`src/design/sgr_pkg.sv`:
```
// shared types and constants for the sgr pen attribute decoder
// no dependencies; imported by sgr_pen_step, sgr_pen_attribute_decoder, sgr_pen_checker and the testbench
package sgr_pkg;

	typedef enum logic [1:0] {
		KIND_DEFAULT = 2'd0,
		KIND_INDEXED = 2'd1,
		KIND_RGB     = 2'd2
	} kind_t;

	typedef enum logic [2:0] {
		PH_IDLE   = 3'd0,
		PH_SUBSEL = 3'd1,
		PH_INDEX  = 3'd2,
		PH_RED    = 3'd3,
		PH_GREEN  = 3'd4,
		PH_BLUE   = 3'd5
	} phase_t;

	typedef struct packed {
		kind_t       fg_kind;
		logic [23:0] fg_value;
		kind_t       bg_kind;
		logic [23:0] bg_value;
		logic [7:0]  attr;
	} pen_t;

	typedef struct packed {
		phase_t     phase;
		logic       target_bg;
		logic [7:0] red;
		logic [7:0] green;
	} ext_t;

	typedef struct packed {
		logic signed [16:0] value;
		logic               last;
		logic               empty;
	} item_t;

	localparam pen_t PEN_RESET = '{
		fg_kind:  KIND_DEFAULT,
		fg_value: 24'd0,
		bg_kind:  KIND_DEFAULT,
		bg_value: 24'd0,
		attr:     8'd0
	};

	localparam ext_t EXT_RESET = '{
		phase:     PH_IDLE,
		target_bg: 1'b0,
		red:       8'd0,
		green:     8'd0
	};

	// sgr codes
	localparam logic [6:0] SGR_RESET      = 7'd0;
	localparam logic [6:0] SGR_SET_FIRST  = 7'd1;
	localparam logic [6:0] SGR_SET_LAST   = 7'd9;
	localparam logic [6:0] SGR_CLR_BOLD   = 7'd21;
	localparam logic [6:0] SGR_CLR_FAINT  = 7'd22;
	localparam logic [6:0] SGR_CLR_ITALIC = 7'd23;
	localparam logic [6:0] SGR_CLR_UNDER  = 7'd24;
	localparam logic [6:0] SGR_CLR_BLINK  = 7'd25;
	localparam logic [6:0] SGR_CLR_REV    = 7'd27;
	localparam logic [6:0] SGR_CLR_INVIS  = 7'd28;
	localparam logic [6:0] SGR_CLR_STRIKE = 7'd29;
	localparam logic [6:0] SGR_FG_BASE    = 7'd30;
	localparam logic [6:0] SGR_FG_EXT     = 7'd38;
	localparam logic [6:0] SGR_FG_DEFAULT = 7'd39;
	localparam logic [6:0] SGR_BG_BASE    = 7'd40;
	localparam logic [6:0] SGR_BG_EXT     = 7'd48;
	localparam logic [6:0] SGR_BG_DEFAULT = 7'd49;
	localparam logic [6:0] SGR_FG_BRIGHT  = 7'd90;
	localparam logic [6:0] SGR_BG_BRIGHT  = 7'd100;
	localparam logic [6:0] SGR_COLOR_SPAN = 7'd7;
	localparam logic [7:0] BRIGHT_OFFSET  = 8'd8;

	// sub-selectors after an extended colour code
	localparam logic signed [16:0] SUB_INDEXED = 17'sd5;
	localparam logic signed [16:0] SUB_RGB     = 17'sd2;

endpackage

```
`src/design/sgr_pen_step.sv`:
```
// next pen and extended colour state for one sgr parameter
// depends on sgr_pkg
module sgr_pen_step import sgr_pkg::*; (
	input  pen_t  pen,
	input  ext_t  ext,
	input  item_t item,
	output pen_t  nxt_pen,
	output ext_t  nxt_ext
);

	logic        ord_en;
	logic        apply_en;
	kind_t       apply_kind;
	logic [23:0] apply_value;
	logic [7:0]  comp;
	logic [15:0] code_full;
	logic [6:0]  code;
	logic        code_small;

	// clamp to 0..255
	always_comb begin
		if (item.value[16]) begin
			comp = 8'd0;
		end else if (|item.value[15:8]) begin
			comp = 8'hff;
		end else begin
			comp = item.value[7:0];
		end
	end

	assign code_full  = item.value[16] ? 16'd0 : item.value[15:0];
	assign code_small = (code_full[15:7] == 9'd0);
	assign code       = code_full[6:0];

	always_comb begin
		nxt_pen     = pen;
		nxt_ext     = ext;
		ord_en      = 1'b0;
		apply_en    = 1'b0;
		apply_kind  = KIND_DEFAULT;
		apply_value = 24'd0;

		if (item.empty) begin
			nxt_pen       = PEN_RESET;
			nxt_ext.phase = PH_IDLE;
		end else begin
			case (ext.phase)
				PH_SUBSEL: begin
					if (item.value == SUB_INDEXED) begin
						nxt_ext.phase = PH_INDEX;
						apply_en      = item.last;
						apply_kind    = KIND_INDEXED;
					end else if (item.value == SUB_RGB) begin
						nxt_ext.phase = PH_RED;
						apply_en      = item.last;
						apply_kind    = KIND_RGB;
					end else begin
						nxt_ext.phase = PH_IDLE;
						ord_en        = 1'b1;
					end
				end
				PH_INDEX: begin
					apply_en      = 1'b1;
					apply_kind    = KIND_INDEXED;
					apply_value   = {16'd0, comp};
					nxt_ext.phase = PH_IDLE;
				end
				PH_RED: begin
					nxt_ext.red   = comp;
					nxt_ext.phase = PH_GREEN;
					apply_en      = item.last;
					apply_kind    = KIND_RGB;
					apply_value   = {comp, 16'd0};
				end
				PH_GREEN: begin
					nxt_ext.green = comp;
					nxt_ext.phase = PH_BLUE;
					apply_en      = item.last;
					apply_kind    = KIND_RGB;
					apply_value   = {ext.red, comp, 8'd0};
				end
				PH_BLUE: begin
					apply_en      = 1'b1;
					apply_kind    = KIND_RGB;
					apply_value   = {ext.red, ext.green, comp};
					nxt_ext.phase = PH_IDLE;
				end
				default: begin
					nxt_ext.phase = PH_IDLE;
					ord_en        = 1'b1;
				end
			endcase

			// finished extended colour goes to the selected side
			if (apply_en) begin
				if (ext.target_bg) begin
					nxt_pen.bg_kind  = apply_kind;
					nxt_pen.bg_value = apply_value;
				end else begin
					nxt_pen.fg_kind  = apply_kind;
					nxt_pen.fg_value = apply_value;
				end
			end

			// ordinary code decode; large codes mean nothing
			if (ord_en && code_small) begin
				if (code == SGR_RESET) begin
					nxt_pen = PEN_RESET;
				end else if (code >= SGR_SET_FIRST && code <= SGR_SET_LAST) begin
					case (code[3:0])
						4'd1:    nxt_pen.attr = pen.attr | 8'h01;
						4'd2:    nxt_pen.attr = pen.attr | 8'h02;
						4'd3:    nxt_pen.attr = pen.attr | 8'h04;
						4'd4:    nxt_pen.attr = pen.attr | 8'h08;
						4'd5:    nxt_pen.attr = pen.attr | 8'h10;
						4'd6:    nxt_pen.attr = pen.attr | 8'h10;
						4'd7:    nxt_pen.attr = pen.attr | 8'h20;
						4'd8:    nxt_pen.attr = pen.attr | 8'h40;
						4'd9:    nxt_pen.attr = pen.attr | 8'h80;
						default: nxt_pen.attr = pen.attr;
					endcase
				end else if (code == SGR_CLR_BOLD || code == SGR_CLR_FAINT) begin
					nxt_pen.attr = pen.attr & ~8'h03;
				end else if (code == SGR_CLR_ITALIC) begin
					nxt_pen.attr = pen.attr & ~8'h04;
				end else if (code == SGR_CLR_UNDER) begin
					nxt_pen.attr = pen.attr & ~8'h08;
				end else if (code == SGR_CLR_BLINK) begin
					nxt_pen.attr = pen.attr & ~8'h10;
				end else if (code == SGR_CLR_REV) begin
					nxt_pen.attr = pen.attr & ~8'h20;
				end else if (code == SGR_CLR_INVIS) begin
					nxt_pen.attr = pen.attr & ~8'h40;
				end else if (code == SGR_CLR_STRIKE) begin
					nxt_pen.attr = pen.attr & ~8'h80;
				end else if (code >= SGR_FG_BASE && code <= SGR_FG_BASE + SGR_COLOR_SPAN) begin
					nxt_pen.fg_kind  = KIND_INDEXED;
					nxt_pen.fg_value = {16'd0, 1'b0, code - SGR_FG_BASE};
				end else if (code >= SGR_BG_BASE && code <= SGR_BG_BASE + SGR_COLOR_SPAN) begin
					nxt_pen.bg_kind  = KIND_INDEXED;
					nxt_pen.bg_value = {16'd0, 1'b0, code - SGR_BG_BASE};
				end else if (code >= SGR_FG_BRIGHT
					&& code <= SGR_FG_BRIGHT + SGR_COLOR_SPAN) begin
					nxt_pen.fg_kind  = KIND_INDEXED;
					nxt_pen.fg_value = {16'd0, {1'b0, code - SGR_FG_BRIGHT} + BRIGHT_OFFSET};
				end else if (code >= SGR_BG_BRIGHT
					&& code <= SGR_BG_BRIGHT + SGR_COLOR_SPAN) begin
					nxt_pen.bg_kind  = KIND_INDEXED;
					nxt_pen.bg_value = {16'd0, {1'b0, code - SGR_BG_BRIGHT} + BRIGHT_OFFSET};
				end else if (code == SGR_FG_DEFAULT) begin
					nxt_pen.fg_kind  = KIND_DEFAULT;
					nxt_pen.fg_value = 24'd0;
				end else if (code == SGR_BG_DEFAULT) begin
					nxt_pen.bg_kind  = KIND_DEFAULT;
					nxt_pen.bg_value = 24'd0;
				end else if (code == SGR_FG_EXT || code == SGR_BG_EXT) begin
					nxt_ext.target_bg = (code == SGR_BG_EXT);
					nxt_ext.phase     = PH_SUBSEL;
				end
			end

			// a parameter marked last always closes any extended colour
			if (item.last) begin
				nxt_ext.phase = PH_IDLE;
			end
		end
	end

endmodule

```
`src/design/sgr_pen_attribute_decoder.sv`:
```
// top level of the sgr pen attribute decoder: input register, pen register
// depends on sgr_pkg and sgr_pen_step
// usage:
//   one request on the input channel carries one sgr parameter (param_value,
//   -1 when omitted), last_param marking the final parameter, and
//   empty_sequence for a bare sequence that resets the pen
//   every input request yields exactly one output request: the pen
//   (fg/bg kind and value, attr_bits) after that parameter
// timing:
//   out_valid rises after input accept once the parameter has passed the input
//   register and the pen update logic into the pen register, which waits out a stall
//   throughput is one parameter per cycle while the receiver takes pens; the limit
//   is the pen update loop (pen register -> decode -> pen register)
// stall:
//   the pen register doubles as the output register and only advances when
//   the output slot is empty or being taken; while the receiver stalls the
//   input register holds one parameter and in_ready drops after that
// reset:
//   arst_n clears the pen to default colours with no attributes, drops any
//   pending extended colour, and empties both registers
module sgr_pen_attribute_decoder import sgr_pkg::*; (
	input  logic               clk,
	input  logic               arst_n,
	input  logic               in_valid,
	output logic               in_ready,
	input  logic signed [16:0] param_value,
	input  logic               last_param,
	input  logic               empty_sequence,
	output logic               out_valid,
	input  logic               out_ready,
	output logic [1:0]         fg_kind,
	output logic [23:0]        fg_value,
	output logic [1:0]         bg_kind,
	output logic [23:0]        bg_value,
	output logic [7:0]         attr_bits
);

	item_t item_s1;
	logic  valid_s1;
	pen_t  pen_q;
	ext_t  ext_q;
	logic  out_valid_q;
	pen_t  nxt_pen;
	ext_t  nxt_ext;
	logic  advance;

	// the parameter in the input register moves on when the output slot frees
	assign advance  = valid_s1 && (!out_valid_q || out_ready);
	assign in_ready = !valid_s1 || advance;

	// input register: payload needs no reset
	always_ff @(posedge clk) begin
		if (in_valid && in_ready) begin
			item_s1.value <= param_value;
			item_s1.last  <= last_param;
			item_s1.empty <= empty_sequence;
		end
	end

	always_ff @(posedge clk or negedge arst_n) begin
		if (!arst_n) begin
			valid_s1 <= 1'b0;
		end else if (in_ready) begin
			valid_s1 <= in_valid;
		end
	end

	sgr_pen_step u_step (
		.pen     (pen_q),
		.ext     (ext_q),
		.item    (item_s1),
		.nxt_pen (nxt_pen),
		.nxt_ext (nxt_ext)
	);

	// pen and extended colour state; the pen is also the result register
	always_ff @(posedge clk or negedge arst_n) begin
		if (!arst_n) begin
			pen_q <= PEN_RESET;
			ext_q <= EXT_RESET;
		end else if (advance) begin
			pen_q <= nxt_pen;
			ext_q <= nxt_ext;
		end
	end

	always_ff @(posedge clk or negedge arst_n) begin
		if (!arst_n) begin
			out_valid_q <= 1'b0;
		end else if (advance) begin
			out_valid_q <= 1'b1;
		end else if (out_ready) begin
			out_valid_q <= 1'b0;
		end
	end

	assign out_valid = out_valid_q;
	assign fg_kind   = pen_q.fg_kind;
	assign fg_value  = pen_q.fg_value;
	assign bg_kind   = pen_q.bg_kind;
	assign bg_value  = pen_q.bg_value;
	assign attr_bits = pen_q.attr;

endmodule

```
`config.mk`:
```
export PLATFORM = sky130hd
export DESIGN_NAME = sgr_pen_attribute_decoder
export DESIGN_NICKNAME = d
export VERILOG_FILES = /design/src/design/sgr_pkg.sv /design/src/design/sgr_pen_step.sv /design/src/design/sgr_pen_attribute_decoder.sv
export SDC_FILE = /design/constraint.sdc
export NUM_CORES = 1
export LEC_CHECK = 0
export ABC_CLOCK_PERIOD_IN_PS = 5790
export BUFFER_PORTS_ARGS = -buffer_cell sky130_fd_sc_hd__buf_2
export CAP_MARGIN = 10
export CORE_MARGIN = 4
export CORE_UTILIZATION = 45
export CTS_CLUSTER_SIZE = 16
export DETAILED_ROUTE_END_ITERATION = 8
export SLEW_MARGIN = 40
export SYNTH_ARGS = -nofsm -noshare
export SYNTH_HDL_FRONTEND = slang
export SYNTH_HIERARCHICAL = 1
export SYNTH_SLANG_ARGS = --single-unit
```
`constraint.sdc`:
```
create_clock -name clk -period 5.79 [get_ports clk]
set_input_delay 1.158 -clock clk [delete_from_list [all_inputs] [get_ports clk]]
set_output_delay 1.158 -clock clk [all_outputs]
set_load 0.05 [all_outputs]
```
==> results by group <==
Timing
  – Fin crit share: 0.736
  – Slew headroom: 0.477
  – Fin. max-slew vios: 0
  – Tmin final: 4.26 ns
  – Unrepaired setup endpoints after global routing: false
  – Final hold viol count: 0
  – Fmax: 235 MHz
  – Final setup viols: 0
  – Worst Tran Pin Value: 0.776 ns
  – Fin Setup TNS: 0 ns
  – Clk_skew: 0.0111 ns
  – Min setup slack post-route: 1.53 ns

Pwr
  – Peak VDD IR: 197 uV
  – P_leak: 3.31 nW
  – PwrDens: 211 nW/um2
  – PnR Total Power: 0.00162 W

Routing
  – Drt wl/cell: 20.2 um
  – Final wirelength: 19.4 mm
  – Final ANT Viol Nets: 0
  – Vias per cell: 6.03
  – Metal-1 WL: 9.38 mm
  – TritonRoute pass-1 iters: 5
  – Met3 Wirelength: 1.14 mm
  – Iter 0 DRT Violations: 475
  – Top sig layer: met4
  – Drt drc: 0
  – Met2 routed WL: 8.60 mm
  – DR vias: 5816

Flow run
  – Max_cap viols: 0

Place
  – Setup slack at placement: 1.41 ns
  – Placed wire-length estimate: 13.6 mm
  – Placer congestion estimate: 0.948
  – IO buf count: 84
  – Area after DPL: 7380 um2

Worst setup path
  – Crit path arrival time: 4.55 ns
  – Crit path max fanout: 20
  – CP cell instances: buf_4, nand2b_1, ha_1, nor4bb_1, a211oi_1, a311o_1, nand3_2, nor2_2, a21o_2, a211oi_2, mux2_4
  – Reg2Reg Capture Point: bg_value[23]
  – Max incr delay on CP: 0.67 ns
  – Worst EP required: 6.08 ns
  – FF-to-FF Start: item_s1[18]
  – Startpoint Class: register
  – Crit path capture type: register
  – CP endpoint: bg_value[23]
  – CP Class: register to register
  – Slowest CP cell: nor4bb_1
  – Worst r2r path cells: 11
  – Reg2reg setup slack: 1.53 ns
  – CP startpoint: item_s1[18]

Logic synthesis
  – Async SR Flop Fraction: 0.812
  – Synthesized flop and latch total: 101
  – XOR/XNOR share of the synthesized area: 0.0176
  – Post-Syn Area per Cell: 9.57 um2
  – Post-Syn Nets: 764
  – Cell taking the most area after synthesis: dfrtp_1
  – Top_reg_cell synth: dfrtp_1
  – Share of the synthesized area in the top cell type: 0.295
  – Post-Syn Area: 6950 um2
  – Post-synthesis mux area share: 0.142
  – Synth unique cells: 77
  – Post-Synth Simple-Gate Area: 0.179
  – Synth Area in Compound Gates: 0.201
  – Main combinational cell family by area after synthesis: compound AO/OA/AOI/OAI gates
  – Seq/Total Area, Yosys: 0.377
  – Adder-cell share of the synthesized area: 0.0270
  – Post-synth EDFFs: 19
  – Yosys warns: 6
  – Cells after synthesis: 726
  – Synth top area cells: dfrtp_1 30%, mux2_2 12%, edfxtp_1 8.2%

Floorplan
  – Core area: 15100 um2
  – DIE AREA: 17500 um2
  – Ports: 85
  – DIE HEIGHT: 132 um
  – Die Width: 132 um
  – Num rows: 45
  – Initial core utilization: 0.459

Clocking
  – Clock Path Buffers: 2
  – Sink Count: 101
  – Root buf cell: clkbuf_16
  – Worst-path clk slew: 0.06 ns
  – Post-CTS resize count: 0
  – CTS Buf Count: 9
  – CTS tree: yes
  – Clock Latency Late Sink: 0.35 ns
  – H-tree levels: 3
  – Postcts setup bufs: 0
  – Post-CTS Hold Buffers: 0

Cells and area
  – Design area: 7670 um2
  – Storage element area: 2620 um2
  – Layout area overhead: 10.4%
  – Diodes inserted: 0
  – Net count, final: 810
  – Layout cells sized above 1: 0.293
  – Multi-input logic area: 3960 um2
  – FILL cells: 1408

Status
  – Run status: completed

Global route
  – First-pass GRT wire length: 30.9 mm
  – Vias in the first global route: 5471
  – GR Util All Layers: 0.221
  – Largest net degree at the start of global routing: 83
  – Grt ovf: 0
  – Initial antenna violation count: 0

Worst hold path
  – Hold path cells: 1
  – HP Class: register to register
[cell families after synthesis]
family | Yosys count
AO/OA/AOI/OAI | 197
XOR/XNOR | 14
adder cells (fa/ha/maj) | 15
buffers and inverters | 77
flip-flops | 101
multiplexers | 85
AND/OR/NAND/NOR | 237
[through the flow]
step / instances / utilization / hold WS, ns
after global placement: 949 / 0.486 / 0.508
after CTS: 964 / 0.506 / 0.534
final: 964 / 0.506 / 0.530
after detailed placement: 949 / 0.487 / 0.519
after floorplan: 726 / - / 0.474
after global routing: 964 / 0.506 / 0.550
[layout make-up]
type | count | area share
multi-input combinational | 548 | 0.517
sequential | 101 | 0.342
timing repair buffer | 92 | 0.0638
clock buffer | 13 | 0.0326
tap | 188 | 0.0307
inverter | 20 | 0.00979
clock inverter | 2 | 0.00457
[worst min-delay path by stage]
| stage | slack (ns) | start | end |
|---|---|---|---|
| 2_1_floorplan | 0.47 | ext_q[18] | ext_q[18] |
| 3_3_place_gp | 0.51 | fg_value[12] | fg_value[12] |
| 3_5_place_dp | 0.52 | fg_value[12] | fg_value[12] |
| 4_1_cts | 0.53 | fg_value[12] | fg_value[12] |
| 5_1_grt | 0.55 | ext_q[5] | ext_q[5] |
| 6_report | 0.53 | fg_value[12] | fg_value[12] |
[power breakdown]
group          total (W)  switching, W  internal, W
clock network   0.000597      0.000253     0.000345
logic           0.000258      0.000172    0.0000853
registers       0.000762     0.0000213     0.000741
[state kept, by name (all words and copies together), names as in the netlist]
register   count
attr_bits      8
bg_kind        2
bg_value      24
ext_q         20
fg_kind        2
fg_value      24
item_s1       19
out_valid      1
valid_s1       1
[critical path: cells and delay by family, from the launching register on]
| kind | cells | cell delay, ns |
|---|---|---|
| flip-flops | 1 | 0.65 |
| AO/OA/AOI/OAI | 4 | 1.19 |
| adder cells (fa/ha/maj) | 1 | 0.44 |
| AND/OR/NAND/NOR | 4 | 1.43 |
| multiplexers | 1 | 0.17 |
| buffers and inverters | 1 | 0.31 |
[metal layers]
metal  vias up  track usage
met3        28       0.0412
met4         0       0.0543
met5         -            0
met2       196        0.331
li1       2746            -
met1      2846        0.330
[cells in the final DEF, fill, tap and decap left out, drive strengths merged, types with 16 or more instances in the layout]
master	n
nand2b	16
dfrtp	82
buf	91
edfxtp	19
nand3	21
inv	20
a211oi	25
a21oi	39
mux2	81
nand2	61
nor3	25
a22oi	18
o21ai	55
nor2	53
[Yosys cell counts (4+ instances only)]
| master | instances |
|---|---|
| a21oi_2 | 10 |
| a31oi_1 | 8 |
| nor2b_1 | 14 |
| o21ai_0 | 52 |
| a211oi_1 | 17 |
| a22oi_1 | 18 |
| edfxtp_1 | 19 |
| nand2b_1 | 14 |
| ha_1 | 15 |
| a21o_1 | 6 |
| nor2_1 | 51 |
| nor3b_1 | 4 |
| a211oi_2 | 8 |
| inv_1 | 20 |
| dfrtp_1 | 82 |
| mux2_2 | 71 |
| buf_2 | 9 |
| xnor2_1 | 11 |
| and2_1 | 6 |
| and3_1 | 5 |
| nand4_1 | 5 |
| o22ai_1 | 6 |
| nand3_1 | 20 |
| nand2_1 | 60 |
| or3_1 | 5 |
| a221oi_1 | 4 |
| buf_6 | 11 |
| clkbuf_1 | 35 |
| mux2_4 | 10 |
| a21oi_1 | 29 |
| nor3_1 | 24 |
| mux2i_1 | 4 |
No activity file was read; power rests on OpenSTA's default activity.
